$ cat config.mk
export PLATFORM = sky130hd
export DESIGN_NAME = repeating_timer_task_table
export DESIGN_NICKNAME = d
export VERILOG_FILES = /design/src/rtl/core/rtt_pkg.sv /design/src/rtl/core/rtt_alu.sv /design/src/rtl/core/repeating_timer_task_table.sv
export SDC_FILE = /design/constraint.sdc
export NUM_CORES = 2
export LEC_CHECK = 0
export ABC_AREA = 1
export BUFFER_PORTS_ARGS = -buffer_cell sky130_fd_sc_hd__buf_4
export CAP_MARGIN = 20
export CORE_MARGIN = 10
export CORE_UTILIZATION = 40
export CTS_CLUSTER_DIAMETER = 60
export DETAILED_ROUTE_END_ITERATION = 6
export SYNTH_ARGS = -nofsm -noshare
export SYNTH_HDL_FRONTEND = slang
export SYNTH_SLANG_ARGS = --single-unit
export TNS_END_PERCENT = 5
$ cat constraint.sdc
create_clock -name clk -period 8.3 [get_ports clk]
set_clock_uncertainty 0.05 [all_clocks]
set_input_delay 1.66 -clock clk [delete_from_list [all_inputs] [get_ports clk]]
set_output_delay 1.66 -clock clk [all_outputs]
set_load 0.02 [all_outputs]
$ cat src/rtl/core/rtt_pkg.sv
// shared types and constants for the repeating timer task table
// no dependencies; imported by rtt_alu and repeating_timer_task_table
package rtt_pkg;

  // table geometry
  localparam int SLOTS = 16;
  localparam int IDX_W = (SLOTS > 1) ? $clog2(SLOTS) : 1;
  localparam int CNT_W = $clog2(SLOTS + 1);

  // field widths fixed by the item format
  localparam int TIME_W = 32;
  localparam int IVAL_W = 24;
  localparam int REM_W  = 16;
  localparam int TAG_W  = 8;
  localparam int LIVE_W = 5;

  // command codes
  localparam logic CMD_ADD    = 1'b0;
  localparam logic CMD_UPDATE = 1'b1;

  // result kinds
  localparam logic [1:0] KIND_ADDED = 2'd0;
  localparam logic [1:0] KIND_FULL  = 2'd1;
  localparam logic [1:0] KIND_FIRED = 2'd2;
  localparam logic [1:0] KIND_DONE  = 2'd3;

  typedef struct packed {
    logic                     command;
    logic [TIME_W-1:0]        current_time;
    logic [IVAL_W-1:0]        interval;
    logic signed [REM_W-1:0]  repeat_count;
    logic [TAG_W-1:0]         task_tag;
  } in_item_t;

  typedef struct packed {
    logic [1:0]        kind;
    logic [TAG_W-1:0]  fired_tag;
    logic [LIVE_W-1:0] live_tasks;
    logic              last;
  } out_item_t;

  // one stored timer task
  typedef struct packed {
    logic [TAG_W-1:0]  tag;
    logic [IVAL_W-1:0] interval;
    logic [REM_W-1:0]  remaining;
    logic [TIME_W-1:0] deadline;
  } slot_t;

endpackage

$ cat src/rtl/core/rtt_alu.sv
// shared time unit: saturating deadline add and due compare
// depends on rtt_pkg
module rtt_alu (
  input  logic [rtt_pkg::TIME_W-1:0] base_i,
  input  logic [rtt_pkg::IVAL_W-1:0] step_i,
  input  logic [rtt_pkg::TIME_W-1:0] now_i,
  output logic [rtt_pkg::TIME_W-1:0] sum_o,
  output logic                       due_o
);
  import rtt_pkg::*;

  logic [TIME_W:0] raw_sum;

  // add with carry out, clamp to all ones on overflow
  assign raw_sum = {1'b0, base_i} + {{(TIME_W + 1 - IVAL_W){1'b0}}, step_i};
  assign sum_o   = raw_sum[TIME_W] ? {TIME_W{1'b1}} : raw_sum[TIME_W-1:0];

  // deadline reached
  assign due_o = (now_i >= base_i);

endmodule

$ cat src/rtl/core/repeating_timer_task_table.sv
// Repeating timer task table, top level with sequencer and slot memory.
// Depends on rtt_pkg and rtt_alu.
//
// An add gives its single result from the ADD state. For an update the sequencer
// walks the slot memory one task per cycle through its registered read port,
// checking each deadline and advancing due ones in the shared adder and
// compacting survivors in place, then gives the update-done result; an empty
// table goes straight to it. busy is high for the whole walk.
// Results appear as one-cycle out_valid strobes that cannot be held off;
// fired results come in insertion order and the done result carries last.
module repeating_timer_task_table (
  input  logic               clk,
  input  logic               rst_n,
  input  logic               start,
  output logic               busy,
  input  rtt_pkg::in_item_t  in_item,
  output logic               out_valid,
  output rtt_pkg::out_item_t out_item
);
  import rtt_pkg::*;

  localparam logic [2:0] ST_IDLE = 3'd0;
  localparam logic [2:0] ST_ADD  = 3'd1;
  localparam logic [2:0] ST_WALK = 3'd2;
  localparam logic [2:0] ST_DONE = 3'd3;

  logic [2:0]       state_r, state_nxt;
  in_item_t         item_r, item_nxt;
  logic [CNT_W-1:0] count_r, count_nxt;
  logic [IDX_W-1:0] idx_r, idx_nxt;
  logic [CNT_W-1:0] w_r, w_nxt;
  logic             out_valid_r, out_valid_nxt;
  out_item_t        out_item_r, out_item_nxt;

  slot_t            slot_mem_r [SLOTS];
  slot_t            rd_slot_r;
  logic             rd_en;
  logic [IDX_W-1:0] rd_addr;
  logic             wr_en;
  logic [IDX_W-1:0] wr_addr;
  slot_t            wr_slot;

  logic [TIME_W-1:0] alu_base;
  logic [IVAL_W-1:0] alu_step;
  logic [TIME_W-1:0] alu_sum;
  logic              alu_due;

  logic [REM_W-1:0]  rem_new;
  logic [CNT_W-1:0]  idx_next_cnt;
  logic [CNT_W-1:0]  count_inc;

  assign busy      = (state_r != ST_IDLE);
  assign out_valid = out_valid_r;
  assign out_item  = out_item_r;

  // shared adder/compare: new task deadline on add, slot deadline on walk
  assign alu_base = (state_r == ST_ADD) ? item_r.current_time : rd_slot_r.deadline;
  assign alu_step = (state_r == ST_ADD) ? item_r.interval : rd_slot_r.interval;

  rtt_alu u_alu (
    .base_i (alu_base),
    .step_i (alu_step),
    .now_i  (item_r.current_time),
    .sum_o  (alu_sum),
    .due_o  (alu_due)
  );

  // count down only a positive remaining count of a task that fires
  assign rem_new = (alu_due && (rd_slot_r.remaining != '0) && !rd_slot_r.remaining[REM_W-1])
                 ? rd_slot_r.remaining - REM_W'(1) : rd_slot_r.remaining;

  assign idx_next_cnt = CNT_W'(idx_r) + CNT_W'(1);
  assign count_inc    = count_r + CNT_W'(1);

  // sequencer
  always_comb begin
    state_nxt     = state_r;
    item_nxt      = item_r;
    count_nxt     = count_r;
    idx_nxt       = idx_r;
    w_nxt         = w_r;
    out_valid_nxt = 1'b0;
    out_item_nxt  = '0;
    rd_en         = 1'b0;
    rd_addr       = '0;
    wr_en         = 1'b0;
    wr_addr       = '0;
    wr_slot       = '0;
    case (state_r)
      ST_IDLE: begin
        if (start) begin
          item_nxt = in_item;
          w_nxt    = '0;
          idx_nxt  = '0;
          if (in_item.command == CMD_ADD) begin
            state_nxt = ST_ADD;
          end else if (count_r == '0) begin
            state_nxt = ST_DONE;
          end else begin
            rd_en     = 1'b1;
            state_nxt = ST_WALK;
          end
        end
      end
      ST_ADD: begin
        out_valid_nxt     = 1'b1;
        out_item_nxt.last = 1'b1;
        if (count_r >= CNT_W'(SLOTS)) begin
          out_item_nxt.kind       = KIND_FULL;
          out_item_nxt.live_tasks = LIVE_W'(count_r);
        end else begin
          wr_en                   = 1'b1;
          wr_addr                 = count_r[IDX_W-1:0];
          wr_slot.tag             = item_r.task_tag;
          wr_slot.interval        = item_r.interval;
          wr_slot.remaining       = item_r.repeat_count;
          wr_slot.deadline        = alu_sum;
          count_nxt               = count_inc;
          out_item_nxt.kind       = KIND_ADDED;
          out_item_nxt.live_tasks = LIVE_W'(count_inc);
        end
        state_nxt = ST_IDLE;
      end
      ST_WALK: begin
        // survivors move down to the write pointer, never past the read point
        if (rem_new != '0) begin
          wr_en             = 1'b1;
          wr_addr           = w_r[IDX_W-1:0];
          wr_slot.tag       = rd_slot_r.tag;
          wr_slot.interval  = rd_slot_r.interval;
          wr_slot.remaining = rem_new;
          wr_slot.deadline  = alu_due ? alu_sum : rd_slot_r.deadline;
          w_nxt             = w_r + CNT_W'(1);
        end
        if (alu_due) begin
          out_valid_nxt           = 1'b1;
          out_item_nxt.kind       = KIND_FIRED;
          out_item_nxt.fired_tag  = rd_slot_r.tag;
          out_item_nxt.live_tasks = LIVE_W'(count_r);
        end
        if (idx_next_cnt == count_r) begin
          state_nxt = ST_DONE;
        end else begin
          rd_en   = 1'b1;
          rd_addr = idx_next_cnt[IDX_W-1:0];
          idx_nxt = idx_next_cnt[IDX_W-1:0];
        end
      end
      ST_DONE: begin
        count_nxt               = w_r;
        out_valid_nxt           = 1'b1;
        out_item_nxt.kind       = KIND_DONE;
        out_item_nxt.live_tasks = LIVE_W'(w_r);
        out_item_nxt.last       = 1'b1;
        state_nxt               = ST_IDLE;
      end
      default: begin
        state_nxt = ST_IDLE;
      end
    endcase
  end

  // control registers
  always_ff @(posedge clk) begin
    if (!rst_n) begin
      state_r     <= ST_IDLE;
      count_r     <= '0;
      idx_r       <= '0;
      w_r         <= '0;
      out_valid_r <= 1'b0;
    end else begin
      state_r     <= state_nxt;
      count_r     <= count_nxt;
      idx_r       <= idx_nxt;
      w_r         <= w_nxt;
      out_valid_r <= out_valid_nxt;
    end
  end

  // payload registers
  always_ff @(posedge clk) begin
    item_r     <= item_nxt;
    out_item_r <= out_item_nxt;
  end

  // slot memory, one write and one registered read per cycle
  always_ff @(posedge clk) begin
    if (wr_en) begin
      slot_mem_r[wr_addr] <= wr_slot;
    end
    if (rd_en) begin
      rd_slot_r <= slot_mem_r[rd_addr];
    end
  end

  // checks
  a_count_bound: assert property (@(posedge clk) disable iff (!rst_n)
    count_r <= CNT_W'(SLOTS))
    else $error("task count above table size");

  a_fired_not_last: assert property (@(posedge clk) disable iff (!rst_n)
    out_valid && (out_item.kind == KIND_FIRED) |-> !out_item.last)
    else $error("fired result marked last");

  a_accept_busy: assert property (@(posedge clk) disable iff (!rst_n)
    start && !busy |=> busy)
    else $error("accepted item did not raise busy");

  a_compact_order: assert property (@(posedge clk) disable iff (!rst_n)
    (state_r == ST_WALK) && wr_en |-> (w_r <= CNT_W'(idx_r)))
    else $error("compaction write ahead of walk");

  a_done_count: assert property (@(posedge clk) disable iff (!rst_n)
    out_valid && (out_item.kind == KIND_DONE)
      |-> (CNT_W'(out_item.live_tasks) == count_r))
    else $error("done result count differs from table count");

endmodule
==> impl_metrics.env <==
export IMPL_outcome="finished, final reports clean"
export IMPL_numCtsBuffers=153
export IMPL_yosys_most_used_dff="edfxtp_1"
export IMPL_track_usage_pct=19.6
export IMPL_total_leakage_power_nw=22.8
export IMPL_cp_top_family="simple AND/OR/NAND/NOR gates"
export IMPL_grt_max_degree=168
export IMPL_r2r_start="state_r[1]"
export IMPL_cp_data_required_time_ns=8.66
export IMPL_antenna_found_initial=0
export IMPL_p_sw_share_pct=33.6
export IMPL_areaGrowthSynthToFinish_pct=13.0
export IMPL_num_rows=143
export IMPL_grt_pass1_wl_mm=251
export IMPL_start_kind="flip-flop"
export IMPL_critPathMostFrequentCell="nand2_1"
export IMPL_tns_ns=0
export IMPL_power_density_nw_per_um2=318
export IMPL_place_gp_congestion=0.872
export IMPL_portBuffers=101
export IMPL_p_int_mw=14.7
export IMPL_fin_nets=4705
export IMPL_period_share_pct=79.3
export IMPL_r2r_end="slot_mem_r[7][10]"
export IMPL_vias_per_cell=5.73
export IMPL_ys_async_sr_fraction_pct=0
export IMPL_worst_pin_slew_ns=1.14
export IMPL_worstSetupStartpoint="state_r[1]"
export IMPL_hold_violations=0
export IMPL_worst_path_stages=26
export IMPL_synth_edf_count=1440
export IMPL_htreeDepth=4
export IMPL_avgRoutedWirePerCell_um=25.5
export IMPL_finalCriticalPeriod_ns=6.58
export IMPL_drt_initial_drc_count=4287
export IMPL_yosysUniqueCellTypes=54
export IMPL_worst_path_max_delay_cell="a21oi_1"
export IMPL_cts_repair_resized=0
export IMPL_grt_pass1_vias=37149
export IMPL_critical_path_class="flip-flop to flip-flop"
export IMPL_dieArea_um2=170000
export IMPL_drive_gt1_share_pct=11.5
export IMPL_end_kind="flip-flop"
export IMPL_regToRegSetupSlack_ns=1.72
export IMPL_seq_power_share_pct=43.0
export IMPL_post_route_drc_count=0
export IMPL_num_vias=38421
export IMPL_ir_drop_uv=263
export IMPL_clkTransAtPathRegs_ns=0.06
export IMPL_clock_sinks=1473
export IMPL_p_clk_share_pct=30.4
export IMPL_finalNonFillerCells=6710
export IMPL_holdWs_ns=0.438
export IMPL_grt_setup_unrepaired="false"
export IMPL_drv_cap=0
export IMPL_design_area_um2=69400
export IMPL_clock_latency_ns=0.79
export IMPL_setup_violations=0
export IMPL_rr_worst_depth=26
export IMPL_crit_path_end="slot_mem_r[7][10]"
export IMPL_syn_avg_cell_area_um2=13.7
export IMPL_core_area_um2=152000
export IMPL_relSlewSlack_pct=23.7
export IMPL_start_util_pct=40.3
export IMPL_drtPass1Iterations=7
export IMPL_postCtsSetupBuffers=0
export IMPL_routed_wl_mm=171
export IMPL_min_delay_start="idx_r[1]"
export IMPL_root_buffer="clkbuf_16"
export IMPL_ys_ff_latch=1473
export IMPL_drv_slew=0
export IMPL_syn_nets=4643
export IMPL_yosysSeqAreaShare_pct=71.5
export IMPL_gr_total_overflow=0
export IMPL_hold_path_class="flip-flop to flip-flop"
export IMPL_io_pins=102
export IMPL_cp_arrival_ns=6.94
export IMPL_p_sw_mw=7.41
export IMPL_ant_nets=0
export IMPL_yosys_warnings=0
export IMPL_clockBufferDepth=3
export IMPL_die_w_um=412
export IMPL_hpwl_mm=90.4
export IMPL_cts_hold_buf=0
export IMPL_tritoncts="done"
export IMPL_synthCells=4493
export IMPL_cp_num_buf_inv=4
export IMPL_pwr_share_comb_pct=26.6
export IMPL_die_h_um=412
export IMPL_syn_area_um2=61400
export IMPL_placed_cell_area_um2=64400
export IMPL_crit_path_max_incr_delay_ns=0.88
export IMPL_dp_cells=6416
export IMPL_cp_max_fo=68
export IMPL_antenna_cells=0
export IMPL_max_freq_ghz=0.152
[cell usage in the layout (no fill, tap or decap), types with 12 or more instances in the layout]
master,n
o22ai_1,81
o221ai_1,322
a21oi_2,14
ha_1,64
clkinv_2,19
nor2_4,24
o211ai_2,18
inv_1,141
buf_12,18
nor2_1,406
nand4_1,22
or2_2,13
clkbuf_1,37
xor2_1,16
nand3_1,224
inv_6,12
dfxtp_1,33
nor3_1,170
a21oi_1,123
nand2_1,595
clkbuf_16,154
buf_4,176
mux2i_1,320
o21ai_0,68
clkinv_1,25
edfxtp_1,1440
[worst min-delay path by stage]
stage / endpoint / slack (ns) / depth (start not counted)
after floorplan: idx_r[1] / 0.41 / 2
after global placement: idx_r[1] / 0.43 / 2
after detailed placement: idx_r[1] / 0.44 / 2
after CTS: idx_r[1] / 0.45 / 2
after global routing: idx_r[1] / 0.48 / 2
final: idx_r[1] / 0.44 / 2
[logic make-up after synthesis]
family                   after synthesis  share of synthesized area (%)
XOR/XNOR                              22                          0.314
flip-flops                          1473                           71.5
AND/OR/NAND/NOR                     1495                           10.4
buffers and inverters                444                           3.16
adder cells (fa/ha/maj)               66                           1.36
AO/OA/AOI/OAI                        673                           8.09
multiplexers                         320                           5.21
[sequential cells by signal (all words and copies together) (netlist names), 2 cells and up]
signal / flops
item_r: 80
w_r: 5
idx_r: 4
rd_slot_r: 80
state_r: 2
count_r: 5
slot_mem_r: 1280
out_item: 16
[metal layers]
layer	vias to the layer above	part of all wire, %	track usage, %
met5	-	0	0
met1	19434	44	27.8
met4	0	2.0	4.74
met3	236	8.0	3.87
li1	17152	-	-
met2	1599	46	31.0
[worst min-delay path, stage by stage, from the launching register on]
cell and delay, ns:
dfxtp_1 0.32, nand2_1 0.06, a21oi_1 0.06
[stage by stage]
step | total power, mW | worst slack (ns) | utilization [%]
6_report | 22.1 | 1.72 | 45.6
5_1_grt | 23.0 | 1.29 | 45.6
4_1_cts | 22.1 | 1.80 | 45.5
3_5_place_dp | 15.4 | 1.84 | 42.3
3_3_place_gp | 15.4 | 1.98 | 42.3
2_1_floorplan | 13.4 | 0.228 | -
[power groups by stage]
| stage | registers [mW] | clock network, mW | logic (mW) |
|---|---|---|---|
| floorplan | 9.49 | 0 | 3.95 |
| global placement | 9.64 | 0 | 5.71 |
| detailed placement | 9.64 | 0 | 5.76 |
| CTS | 9.49 | 6.81 | 5.78 |
| global route | 9.52 | 7.12 | 6.40 |
| finish | 9.50 | 6.71 | 5.87 |
[final cells by class]
| cell class | instances | area [um2] |
|---|---|---|
| Fill cell | 13305 | 82800 |
| Sequential cell | 1473 | 43900 |
| Multi-Input combinational cell | 2576 | 15800 |
| Clock buffer | 200 | 4120 |
| Tap cell | 2030 | 2540 |
| Timing Repair Buffer | 194 | 1680 |
| Clock inverter | 80 | 791 |
| Inverter | 157 | 617 |
[Yosys cell counts (6+ instances only)]
cell type | count | area share, %
or2_2 | 13 | 0.13
o211ai_2 | 18 | 0.37
nor4_1 | 6 | 0.061
o221ai_1 | 322 | 4.6
ha_1 | 65 | 1.3
nand3_2 | 11 | 0.18
xor2_1 | 16 | 0.23
a21oi_2 | 10 | 0.14
xnor2_1 | 6 | 0.086
buf_1 | 42 | 0.26
nand2_1 | 595 | 3.6
dfxtp_1 | 33 | 1.1
mux2i_1 | 320 | 5.2
nor3_1 | 170 | 1.4
a31oi_1 | 9 | 0.092
o22ai_1 | 81 | 0.82
nand2_2 | 11 | 0.11
a21oi_1 | 127 | 1.0
clkbuf_1 | 138 | 0.84
buf_2 | 66 | 0.54
edfxtp_1 | 1440 | 70
buf_6 | 7 | 0.13
nand4_1 | 22 | 0.22
inv_2 | 12 | 0.073
o21ai_0 | 69 | 0.56
nor2_1 | 426 | 2.6
o21ai_2 | 10 | 0.14
nand3_1 | 224 | 1.8
inv_1 | 143 | 0.87
buf_4 | 33 | 0.40
Note: power is estimated with default switching activity, not from simulation.
